--- src/rtl/assert_macros.svh ---
// assertion macros for the rtl files, included by pdh_datapath
`ifndef ASSERT_MACROS_SVH
`define ASSERT_MACROS_SVH
`ifndef NO_ASSERTIONS
// same-cycle implication
`define ASSERT_IMPLIES(label, clk, rst, ante, cons) \
   label: assert property (@(posedge clk) disable iff (rst) (ante) |-> (cons)) \
      else $error("implication check failed");
// next-cycle implication
`define ASSERT_NEXT(label, clk, rst, ante, cons) \
   label: assert property (@(posedge clk) disable iff (rst) (ante) |=> (cons)) \
      else $error("next-cycle check failed");
`else
`define ASSERT_IMPLIES(label, clk, rst, ante, cons)
`define ASSERT_NEXT(label, clk, rst, ante, cons)
`endif
`endif

--- src/rtl/pdh_pkg.sv ---
`default_nettype none
// ----------------------------------------------------------------------------
// pdh_pkg
// Shared constants, codes and controller/datapath interface types.
// ----------------------------------------------------------------------------
package pdh_pkg;

   localparam int MAX_PARTICLES = 1024;
   localparam int MAX_BINS      = 64;
   localparam int ADDR_W        = $clog2(MAX_PARTICLES);
   localparam int CNT_W         = $clog2(MAX_PARTICLES + 1);
   localparam int BIN_W         = $clog2(MAX_BINS);
   localparam int NB_W          = 7;
   localparam int PAIR_W        = 20;
   localparam logic [PAIR_W-1:0] PAIR_MAX = '1;
   localparam logic [NB_W-1:0]   NB_MAX   = NB_W'(MAX_BINS);

   localparam int CSR_IDX_W = 3;
   localparam logic [CSR_IDX_W-1:0] CSR_NUM_BINS   = 3'd0;
   localparam logic [CSR_IDX_W-1:0] CSR_RANGE_MIN  = 3'd1;
   localparam logic [CSR_IDX_W-1:0] CSR_RANGE_MAX  = 3'd2;
   localparam logic [CSR_IDX_W-1:0] CSR_BOX_SIZE   = 3'd3;
   localparam logic [CSR_IDX_W-1:0] CSR_SCALE_DIAM = 3'd4;

   localparam logic [NB_W-1:0] NUM_BINS_RST  = 7'd64;
   localparam logic [30:0]     RANGE_MIN_RST = 31'd0;
   localparam logic [30:0]     RANGE_MAX_RST = 31'd327680;
   localparam logic [30:0]     BOX_SIZE_RST  = 31'd1048576;

   // quotient bits produced per divide
   localparam int DIV_CNT_W = 7;
   localparam logic [DIV_CNT_W-1:0] DIV_STEPS_MOD   = 7'd33;
   localparam logic [DIV_CNT_W-1:0] DIV_STEPS_SCALE = 7'd49;
   localparam logic [DIV_CNT_W-1:0] DIV_STEPS_BIN   = 7'd39;
   localparam logic [DIV_CNT_W-1:0] DIV_STEPS_FRAC  = 7'd51;

   localparam int SQRT_CNT_W = 6;
   localparam logic [SQRT_CNT_W-1:0] SQRT_STEPS = 6'd32;

   typedef enum logic [2:0] {
      DIV_MODX,
      DIV_MODY,
      DIV_SCALE,
      DIV_BIN,
      DIV_FRAC
   } div_sel_type;

   typedef enum logic [4:0] {
      ST_IDLE,
      ST_CHECK,
      ST_LOAD,
      ST_MODX,
      ST_MODX_WAIT,
      ST_MODY,
      ST_MODY_WAIT,
      ST_MUL,
      ST_SQRT,
      ST_SQRT_WAIT,
      ST_SCALE,
      ST_SCALE_WAIT,
      ST_BIN_CHECK,
      ST_BIN_DIV,
      ST_BIN_WAIT,
      ST_BIN_READ,
      ST_BIN_WRITE,
      ST_NEXT,
      ST_FINISH,
      ST_RD_READ,
      ST_RD_DIV,
      ST_RD_WAIT,
      ST_RD_OUT
   } state_type;

   typedef struct packed {
      logic        accept;
      logic        read_store;
      logic        load_pair;
      logic        div_start;
      div_sel_type div_sel;
      logic        cap_ax;
      logic        cap_ay;
      logic        mul;
      logic        sqrt_start;
      logic        cap_dist;
      logic        dist_sat;
      logic        cap_scaled;
      logic        bin_prep;
      logic        cap_bin;
      logic        bin_rd;
      logic        bin_wr;
      logic        next_j;
      logic        store_done;
      logic        rd_start;
      logic        rd_read;
      logic        rsp_zero;
      logic        rsp_load;
      logic        next_k;
      logic        clear_all;
   } cmd_type;

   typedef struct packed {
      logic j_done;
      logic div_done;
      logic sqrt_done;
      logic scale_div;
      logic scale_zero;
      logic in_range;
      logic last;
      logic pairs_zero;
      logic k_last;
   } sts_type;

endpackage
`default_nettype wire

--- src/rtl/pdh_controller.sv ---
`default_nettype none
// ----------------------------------------------------------------------------
// pdh_controller
// Sequencer for pairing, binning and histogram readout.
// ----------------------------------------------------------------------------
module pdh_controller (
   input  logic             clock,
   input  logic             reset,
   input  logic             req_valid,
   output logic             req_ready,
   output logic             rsp_valid,
   input  logic             rsp_ready,
   input  pdh_pkg::sts_type sts,
   output pdh_pkg::cmd_type cmd
);
   import pdh_pkg::*;

   state_type state_ff;
   state_type state_in;

   always_ff @(posedge clock) begin
      if (reset) begin
         state_ff <= ST_IDLE;
      end else begin
         state_ff <= state_in;
      end
   end

   always_comb begin
      state_in  = state_ff;
      cmd       = '0;
      req_ready = 1'b0;
      rsp_valid = 1'b0;
      unique case (state_ff)
         ST_IDLE: begin
            req_ready = 1'b1;
            if (req_valid) begin
               cmd.accept = 1'b1;
               state_in   = ST_CHECK;
            end
         end
         ST_CHECK: begin
            if (sts.j_done) begin
               state_in = ST_FINISH;
            end else begin
               cmd.read_store = 1'b1;
               state_in       = ST_LOAD;
            end
         end
         ST_LOAD: begin
            cmd.load_pair = 1'b1;
            state_in      = ST_MODX;
         end
         ST_MODX: begin
            cmd.div_start = 1'b1;
            cmd.div_sel   = DIV_MODX;
            state_in      = ST_MODX_WAIT;
         end
         ST_MODX_WAIT: begin
            if (sts.div_done) begin
               cmd.cap_ax = 1'b1;
               state_in   = ST_MODY;
            end
         end
         ST_MODY: begin
            cmd.div_start = 1'b1;
            cmd.div_sel   = DIV_MODY;
            state_in      = ST_MODY_WAIT;
         end
         ST_MODY_WAIT: begin
            if (sts.div_done) begin
               cmd.cap_ay = 1'b1;
               state_in   = ST_MUL;
            end
         end
         ST_MUL: begin
            cmd.mul  = 1'b1;
            state_in = ST_SQRT;
         end
         ST_SQRT: begin
            cmd.sqrt_start = 1'b1;
            state_in       = ST_SQRT_WAIT;
         end
         ST_SQRT_WAIT: begin
            if (sts.sqrt_done) begin
               cmd.cap_dist = 1'b1;
               cmd.dist_sat = sts.scale_zero;
               state_in     = sts.scale_div ? ST_SCALE : ST_BIN_CHECK;
            end
         end
         ST_SCALE: begin
            cmd.div_start = 1'b1;
            cmd.div_sel   = DIV_SCALE;
            state_in      = ST_SCALE_WAIT;
         end
         ST_SCALE_WAIT: begin
            if (sts.div_done) begin
               cmd.cap_scaled = 1'b1;
               state_in       = ST_BIN_CHECK;
            end
         end
         ST_BIN_CHECK: begin
            if (sts.in_range) begin
               cmd.bin_prep = 1'b1;
               state_in     = ST_BIN_DIV;
            end else begin
               state_in = ST_NEXT;
            end
         end
         ST_BIN_DIV: begin
            cmd.div_start = 1'b1;
            cmd.div_sel   = DIV_BIN;
            state_in      = ST_BIN_WAIT;
         end
         ST_BIN_WAIT: begin
            if (sts.div_done) begin
               cmd.cap_bin = 1'b1;
               state_in    = ST_BIN_READ;
            end
         end
         ST_BIN_READ: begin
            cmd.bin_rd = 1'b1;
            state_in   = ST_BIN_WRITE;
         end
         ST_BIN_WRITE: begin
            cmd.bin_wr = 1'b1;
            state_in   = ST_NEXT;
         end
         ST_NEXT: begin
            cmd.next_j = 1'b1;
            state_in   = ST_CHECK;
         end
         ST_FINISH: begin
            cmd.store_done = 1'b1;
            if (sts.last) begin
               cmd.rd_start = 1'b1;
               state_in     = ST_RD_READ;
            end else begin
               state_in = ST_IDLE;
            end
         end
         ST_RD_READ: begin
            cmd.rd_read = 1'b1;
            state_in    = ST_RD_DIV;
         end
         ST_RD_DIV: begin
            // no pairs seen: every bin reports zero
            if (sts.pairs_zero) begin
               cmd.rsp_zero = 1'b1;
               state_in     = ST_RD_OUT;
            end else begin
               cmd.div_start = 1'b1;
               cmd.div_sel   = DIV_FRAC;
               state_in      = ST_RD_WAIT;
            end
         end
         ST_RD_WAIT: begin
            if (sts.div_done) begin
               cmd.rsp_load = 1'b1;
               state_in     = ST_RD_OUT;
            end
         end
         ST_RD_OUT: begin
            rsp_valid = 1'b1;
            if (rsp_ready) begin
               if (sts.k_last) begin
                  cmd.clear_all = 1'b1;
                  state_in      = ST_IDLE;
               end else begin
                  cmd.next_k = 1'b1;
                  state_in   = ST_RD_READ;
               end
            end
         end
         default: begin
            state_in = ST_IDLE;
         end
      endcase
   end

endmodule
`default_nettype wire

--- config.mk ---
export PLATFORM = sky130hd
export DESIGN_NAME = pdh_controller
export DESIGN_NICKNAME = d
export VERILOG_FILES = /design/src/rtl/assert_macros.svh /design/src/rtl/pdh_pkg.sv /design/src/rtl/pdh_controller.sv
export SDC_FILE = /design/constraint.sdc
export NUM_CORES = 1
export LEC_CHECK = 0
export ABC_AREA = 1
export BUFFER_PORTS_ARGS = -buffer_cell sky130_fd_sc_hd__buf_2
export CORE_MARGIN = 8
export CORE_UTILIZATION = 40
export DETAILED_ROUTE_END_ITERATION = 16
export GPL_TIMING_DRIVEN = 0
export HOLD_SLACK_MARGIN = 0.15
export MAX_ROUTING_LAYER = met4
export PLACE_DENSITY = 0.69
export SKIP_CTS_REPAIR_TIMING = 1
export SLEW_MARGIN = 20
export SYNTH_ARGS = -nofsm -noshare
export SYNTH_HDL_FRONTEND = slang
export SYNTH_SLANG_ARGS = --single-unit
--- constraint.sdc ---
create_clock -name clock -period 3.8 [get_ports clock]
set_input_delay 0.38 -clock clock [delete_from_list [all_inputs] [get_ports clock]]
set_output_delay 0.38 -clock clock [all_outputs]
set_load 0.01 [all_outputs]
======== After elaboration in Yosys (flattened, before gate mapping) ========
Index checks and enable logic that the tools add are counted.
storage, ports and cells
  register bits after elaboration ......... 5
  output and inout port bits .............. 28
  bits of input ports ..................... 13
  bits in writable memories ............... 0
  bits in latches ......................... 0
  word-level logic and storage cells ...... 81
  bits in read-only memories .............. 0
  memories kept ........................... 0
cells by class
  $add $sub $neg .......................... 0
  eq/ne operators ......................... 30
  bitwise logic cells ..................... 0
  reduce and logical (&&, ||, !) cells .... 2
  mux-type cells .......................... 48
  $lt $le $gt $ge ......................... 0
  shifts and indexed selects .............. 0
  multiply operators ...................... 0
  divide/modulo/power cells ............... 0
operators by type and width
  operator                                                               number
  5-bit one-hot mux with 23 select lines                                 1
  5-bit 2-to-1 mux                                                       12
  5-bit by 4-bit equality test with 1-bit output, second input constant  8
  5-bit equality test, second input constant                             7
  1-bit 2-to-1 mux                                                       26
  5-bit by 3-bit equality test with 1-bit output, second input constant  4
  4-bit one-hot mux with 5 select lines                                  1
  2-bit != test, second input constant                                   8
  2-bit 2-to-1 mux                                                       6
  5-bit by 2-bit equality test with 1-bit output, second input constant  2
  8-bit AND reduction                                                    1
  5-bit by 1-bit equality test with 1-bit output, second input constant  1
  5-bit logical NOT                                                      1
  4-bit 2-to-1 mux                                                       1
  3-bit 2-to-1 mux                                                       1

======== Depth between registers and ports, before layout ========
Gate-level depths: netlist of the first run.
  depth after elaboration ................. 3
  depth in mapped cells ................... 11

======== Least setup slack after synthesis of the first run ========
Ideal clock, no wire load.
  path kind ............................... flip-flop to output port
  start point ............................. reg state_ff[0]
  end point ............................... out cmd[0] in the netlist's numbering
  stages on the path, launching flop included .. 7
  required time ........................... 3,420 ps
  data arrival time ....................... 1,122 ps
  path slack .............................. 2,298 ps
  cell sequence ........................... dfxtp_1 > buf_6 > inv_2 > nand2_2 > nor2_2 > nand2_1 > nor3_1
RTL lines
  item                    RTL line              text
  start, declared         pdh_controller.sv:18  state_type state_ff;
  start signal, assigned  pdh_controller.sv:25  state_ff <= state_in;
  end, declared           pdh_controller.sv:14  output pdh_pkg::cmd_type cmd

==> results list, run 1 <==
- The clock passes through at most 2 buffers.
* Initial core utilization: 42.7%
- Kind of end point of the critical path: primary output
- Worst R2R Setup Slack: 2260 ps
- 0 antenna diodes ended up in the layout.
- Port bufs: 40
* Worst IR Drop VDD: 350 µV
- STA puts the critical path data arrival time at 1510 ps.
- Global-route wire length before repair: 4660 µm
* Mean area per synthesized cell: 5.30 µm²
- Via count normalized by instance count: 4.90
- Seq cells post-synth: 5
* Final cycle utilization of the critical path: 49.8%
- Path category of the worst min-delay check: input port to flip-flop
- Yosys top cell area share: 16.6%
- After the first detailed-routing iteration, the DRC count stood at 52.
- The library cell used most frequently in the layout, excluding fill and tap cells, is buf_2.
- Total CTS buffers: 3
- Timing would allow up to 529 MHz.
* Via count of the first global-routing pass: 1049
- In this run the critical register-to-register path is launched from state_ff[0].
* CTS tree: done
- Registers are responsible for 14.7% of the overall power.
- In this run the power density over the cells is 453 mW/mm².
- DRC violations left: 0
* Worst-case headroom to the max-slew limit: 76.2%
- The worst setup path is launched from a flip-flop.
- Startpoint of the worst setup timing path: state_ff[3]
- In this run, distinct cell masters in the synthesized netlist total 21.
* Share of final-layout standard cells stronger than drive strength 1: 33.7%
* Register with the most flip-flops: state_ff
* Die area: 0.00381 mm²
* Count of pins over their slew limit: 0
- For this run, the detailed router's first-pass iteration total came to 4.
- At the pin with the least slew margin, the transition time is 357 ps.
- The congestion estimate from routability-driven global placement came to 0.930.
- Avg WL per Cell: 12.3 µm
- Counting every sink on the clock net gives 5.
- Final net count: 216
* Core area: 0.00196 mm²
- In this run the power spent charging and discharging nets is 0.268 mW.
- The finished cells cover 0.00110 mm².
- Dpl cell area: 0.00107 mm²
- Remaining Overflow, GRT: 0
* Wirelength, routed: 2810 µm
- Power after layout: 0.497 mW
- Setup violations remaining at the end of the flow were counted as 0.
- Compared with the post-synthesis result, the final layout area differs by 31.1%.
- In this run the worst path has a maximum fanout of 5.
- Syn Std Cell Area: 837 µm²
- 41 I/O pins were placed.
- Sum of negative setup slack: 0 ps
- The worst setup path is of the flip-flop to primary output kind.
- Tot GR Track Use: 16.4%
* Cells after Synth: 158
* Largest net degree at the start of global routing: 11
* Post-DP HPWL: 2300 µm
* Clock transition at path regs: 50 ps
- In the post-synthesis netlist, the biggest area contributors are nand2_1, nor2_1, dfxtp_1.
* Gate power share: 72.2%
* Placement row count: 16
- From bottom edge to top edge, the die measures 61.7 µm.
- Initial antenna violation count: 0
* Max-capacitance violation count: 0
- The analysis attributes to cell leakage a power of 0.737 nW.
* Hold_sp: reset
- The run finished with clean final reports.
- Setup repair after global routing left no endpoint under its margin.
* Clock latency on the worst-skew pair: 250 ps
- The number of endpoints with negative hold slack in the final report came to 0.
* Synthesis Warnings: 0
- The clock network burns 13.1% of the power.
- The die is 61.7 µm wide.
- Int Power: 0.228 mW
* Minimum clock period: 1890 ps
- Top library cells by usage in the layout, fill and taps aside: buf_2, nand2_1, nor2_1
- Fin Clk Skew: 3.34 ps
- Portion of the post-synthesis area used by sequential elements: 12.0%
- Mapped Nets: 171
* CP Data Required Time: 3420 ps
- Regs by FF count: state_ff (5)
- The root buffer cell chosen for the clock tree is clkbuf_4.
* Sw Share: 54.0%
* Largest register FFs: 5
- Once detail routing completed, the nets flagged for antenna violations numbered 0.
- In this run the number of H-tree levels came out at 1.
* Vias after detailed routing: 1121
* Post-synthesis cell type with the largest combined area: nand2_1
[power by group through the flow]
stage	combinational (mW)	clock, mW	sequential, mW
final	0.359	0.0651	0.0730
after global routing	0.395	0.0763	0.0745
after CTS	0.357	0.0682	0.0729
after detailed placement	0.355	0	0.0733
after global placement	0.352	0	0.0731
after floorplan	0.264	0	0.0722
[through the flow]
stage	setup WS [ps]	utilization, %	hold WS [ps]	instances
after floorplan	2300	-	449	158
after global placement	2180	54.6	594	225
after detailed placement	2180	54.6	601	225
after CTS	1900	55.9	337	229
after global routing	1760	55.9	327	229
final	1910	55.9	346	229
[cell usage after synthesis]
library cell,count
a21oi_1,6
a21oi_2,1
buf_4,1
buf_6,2
clkbuf_4,1
dfxtp_1,5
inv_1,26
inv_2,4
nand2_1,37
nand2_2,3
nand3_1,16
nand3_2,6
nand3b_1,1
nand4_1,2
nor2_1,30
nor2_2,3
nor2_4,4
nor3_1,5
nor4_1,1
o21ai_0,3
o31ai_1,1
[cell type report]
type | instances | area [µm²]
tap | 27 | 33.8
timing repair buffer | 40 | 200
fill | 234 | 865
sequential | 5 | 100
inverter | 30 | 113
multi-input combinational | 119 | 587
buffer | 4 | 37.5
clock buffer | 4 | 26.3
[final timing paths]
check | end | depth (start not counted)
setup / recovery | cmd[22] | 8
hold reg to reg | state_ff[0] | 3
setup reg to reg | state_ff[2] | 11
hold / removal | state_ff[4] | 2
[critical path: stages, from the launching register on]
cell,delay [ps]
dfxtp_1,530
inv_2,90
nand2_1,90
nor2_1,70
nand2_1,130
nand2_1,70
nor2_1,110
nand2_1,50
buf_2,130
[metal layers]
layer  vias to the layer above  wire length (µm)  GRT usage [%]
li1                        580                 -              -
met1                       495              1310           20.9
met2                        46              1290           25.1
met3                         0               218           4.32
met4                         0                 0           3.90
met5                         -                 0              -
[kinds of logic after synthesis]
family                 share of synthesized area (%)
AO/OA/AOI/OAI                                   7.32
AND/OR/NAND/NOR                                 62.8
buffers and inverters                           17.9
flip-flops                                      12.0
Note: power is estimated with default switching activity, not from simulation.
==> run 2: changes to the inputs <==
Clock period 3.8 ns to 1.8 ns, I/O delays scaled along.
==> results list, run 2 (synthesis results as in run 1) <==
- Final Hold Fails: 0 (unchanged)
* Final Non-Filler Cells: 230 (was 229)
* Initial antenna violation count: 0 (unchanged)
* Maximum clock frequency: 609 MHz
- Largest register FFs: 5 (unchanged)
- The starting utilization of the core area is 42.7% (unchanged).
- Remaining antenna violation count after routing: 0 (unchanged)
- Status: complete, no violations (unchanged)
- Avg WL per Cell: 12.3 µm (about the same)
- Post-DP HPWL: 2300 µm (unchanged)
- The classification of the worst-slack hold path is input port to flip-flop (unchanged).
- The total power divided by cell area is 949 mW/mm² (was 453 mW/mm²).
* Final number of setup-violating endpoints: 0 (unchanged)
* Number of diodes: 0 (unchanged)
- The clock insertion delay at the later pin of the skew report was 250 ps (about the same).
- The global router's overall resource usage was 16.4% (unchanged).
- The final net count came to 217 (was 216).
* CP Data Required Time: 1620 ps (was 3420 ps)
- The final global-route overflow total came to 0 (unchanged).
- The iteration-0 DRC count of the detailed router was 46 (was 52).
- The slew at the pin closest to its max-slew limit was 264 ps (was 357 ps).
* Fraction of power consumed by sequential logic: 14.6% (was 14.7%)
* Cells after DPL: 225 (unchanged)
- Die outline width: 61.7 µm (unchanged)
- Largest net degree at the start of global routing: 11 (unchanged)
- Unrepaired setup endpoints after global routing: no (unchanged).
* Worst R2R End: state_ff[2] (unchanged)
* Core area: 0.00196 mm² (unchanged)
- Global-route wire length before repair: 4660 µm (unchanged)
- The largest fanout of any net on the critical path came to 9 (was 5).
- Sequential cell area in the final layout: 101 µm² (was 100 µm²)
* Total area of multi-input combinational cells: 594 µm² (was 587 µm²)
- Regs by FF count: state_ff (5) (unchanged)
- The fraction of layout instances using a drive strength above 1 was 35.0% (was 33.7%).
* Vias after detailed routing: 1119 (was 1121)
- DRC violations left: 0 (unchanged)
* Top library cells by usage in the layout, fill and taps aside: buf_2, nand2_1, nor2_1 (unchanged)
- The final RePlAce weighted congestion is 0.930 (unchanged).
* Gate power share: 72.5% (was 72.2%)
- The clock root buffer was clkbuf_4 (unchanged).
- The number of clock buffers inserted by TritonCTS came to 3 (unchanged).
- Logic depth of the worst register-to-register path: 11 (unchanged)
* Ports placed on the boundary: 41 (unchanged)
- The internal portion of total power was 0.485 mW (was 0.228 mW).
- Hold_sp: sts[5] (was reset)
- The end point of the worst hold path is state_ff[2] (was state_ff[4]).
- Worst-case headroom to the max-slew limit: 82.4% (was 76.2%)
* Net load switching power: 0.574 mW (was 0.268 mW)
- Sw Share: 54.2% (was 54.0%)
* CTS H-Tree Depth: 1 (unchanged)
* Port bufs: 40 (unchanged)
- Clock transition at path regs: 50 ps (about the same)
- The die boundary height is 61.7 µm (unchanged).
- The total leakage power came to 0.743 nW (was 0.737 nW).
- The arrival time at the worst endpoint was 1460 ps (was 1510 ps).
- Die area: 0.00381 mm² (unchanged)
- Sum of negative setup slack: 0 ps (unchanged)
- The via count of the first global-routing pass came to 1049 (unchanged).
* Placement row count: 16 (unchanged)
- The largest register by flop count is state_ff (unchanged).
- Worst R2R Setup Slack: 270 ps (was 2260 ps)
* Number of filler instances in the final layout: 231 (was 234)
* Number of iterations in the first detailed-routing pass: 4 (unchanged)
- The smallest clock period supported by the final layout is computed as 1640 ps.
- The kind of critical path is flip-flop to primary output (unchanged).
- In the finished design, the share of the clock period the worst path needs comes to 91.3%.
- The most frequent standard cell in the layout excluding fill and tap cells was buf_2 (unchanged).
- Launching element type of the critical path: flip-flop (unchanged)
- The number of max-capacitance violations reported came to 0 (unchanged).
- CTS tree: done (unchanged)
- Via count normalized by instance count: 4.87 (was 4.90)
* Fin Clk Skew: 2.25 ps (was 3.34 ps)
* Kind of end point of the critical path: primary output (unchanged)
- Count of pins over their slew limit: 0 (unchanged)
- The maximum vdd ir drop is 728 µV (was 350 µV).
- The buffer depth of the longest clock path was 2 (unchanged).
* Clock tree sinks: 5 (unchanged)
- The total wire length after detailed routing is 2830 µm (was 2810 µm).
* Worst reg2reg startpoint: state_ff[0] (unchanged)
- WHS Path Cells: 6 (was 2)
- The signed area change from the synthesized netlist to the final layout is 33.3% (was 31.1%).
- The part of the total power dissipated in the clock network is 12.8% (was 13.1%).
## run 2: cell count changes in the layout (fill, tap and decap cells not counted)
cell	previous run	this run
dfxtp_1	5	4
dfxtp_2	0	1
dlygate4sd3_1	0	1
inv_1	26	25
inv_2	4	5
nand2_1	37	36
nand2_2	3	4
nor2_2	3	2
nor2_4	4	5
## run 2: per-stage QoR
step | cell area, µm² | setup slack (ps) | power (mW) | hold WS [ps] | util (%)
after floorplan | 837 | 488 | 0.709 | 249 | -
after global placement | 1070 | 315 | 0.898 | 404 | 54.6
after detailed placement | 1070 | 300 | 0.905 | 405 | 54.6
after CTS | 1100 | 99.3 | 1.05 | 137 | 55.9
after global routing | 1120 | 6.99 | 1.16 | 370 | 56.9
final | 1120 | 157 | 1.06 | 351 | 56.9
## run 2: per-layer routing
layer  routed length [µm]  global-route usage [%]  up-vias  part of all wire, %
li1                     -                       -      580                    -
met5                    0                       -        -                    0
met4                    0                    3.90        0                    0
met1                 1350                    20.9      493                   48
met3                  182                    4.32        0                  6.4
met2                 1300                    25.1       46                   46
## run 2: how the worst max path moves through the flow
stage                           start     endpoint  cells past startpoint
after floorplan           state_ff[2]  state_ff[1]                     10
after global placement    state_ff[0]  state_ff[2]                     11
after detailed placement  state_ff[0]  state_ff[1]                     11
after CTS                 state_ff[3]      cmd[22]                      8
after global routing      state_ff[4]      cmd[22]                      7
final                     state_ff[0]       cmd[0]                      7
## run 2: critical path, stage by stage, from the launching register on
cell and delay [ps]:
dfxtp_1 300, buf_6 140, inv_2 90, nand2_2 100, nor2_4 170, nand2_1 90
nor3_1 150, buf_2 160
## run 2: area by class of cell
| class | count | area share, % |
|---|---|---|
| buffer | 4 | 3.36 |
| sequential | 5 | 9.08 |
| tap | 27 | 3.03 |
| multi-input combinational | 119 | 53.3 |
| inverter | 30 | 10.1 |
| clock buffer | 4 | 2.35 |
| timing repair buffer | 41 | 18.8 |
## run 2: power groups by stage
stage | combinational [mW] | clock, mW | sequential (mW)
floorplan | 0.557 | 0 | 0.152
global placement | 0.743 | 0 | 0.154
detailed placement | 0.750 | 0 | 0.155
CTS | 0.754 | 0.144 | 0.154
global route | 0.846 | 0.158 | 0.159
finish | 0.769 | 0.136 | 0.155
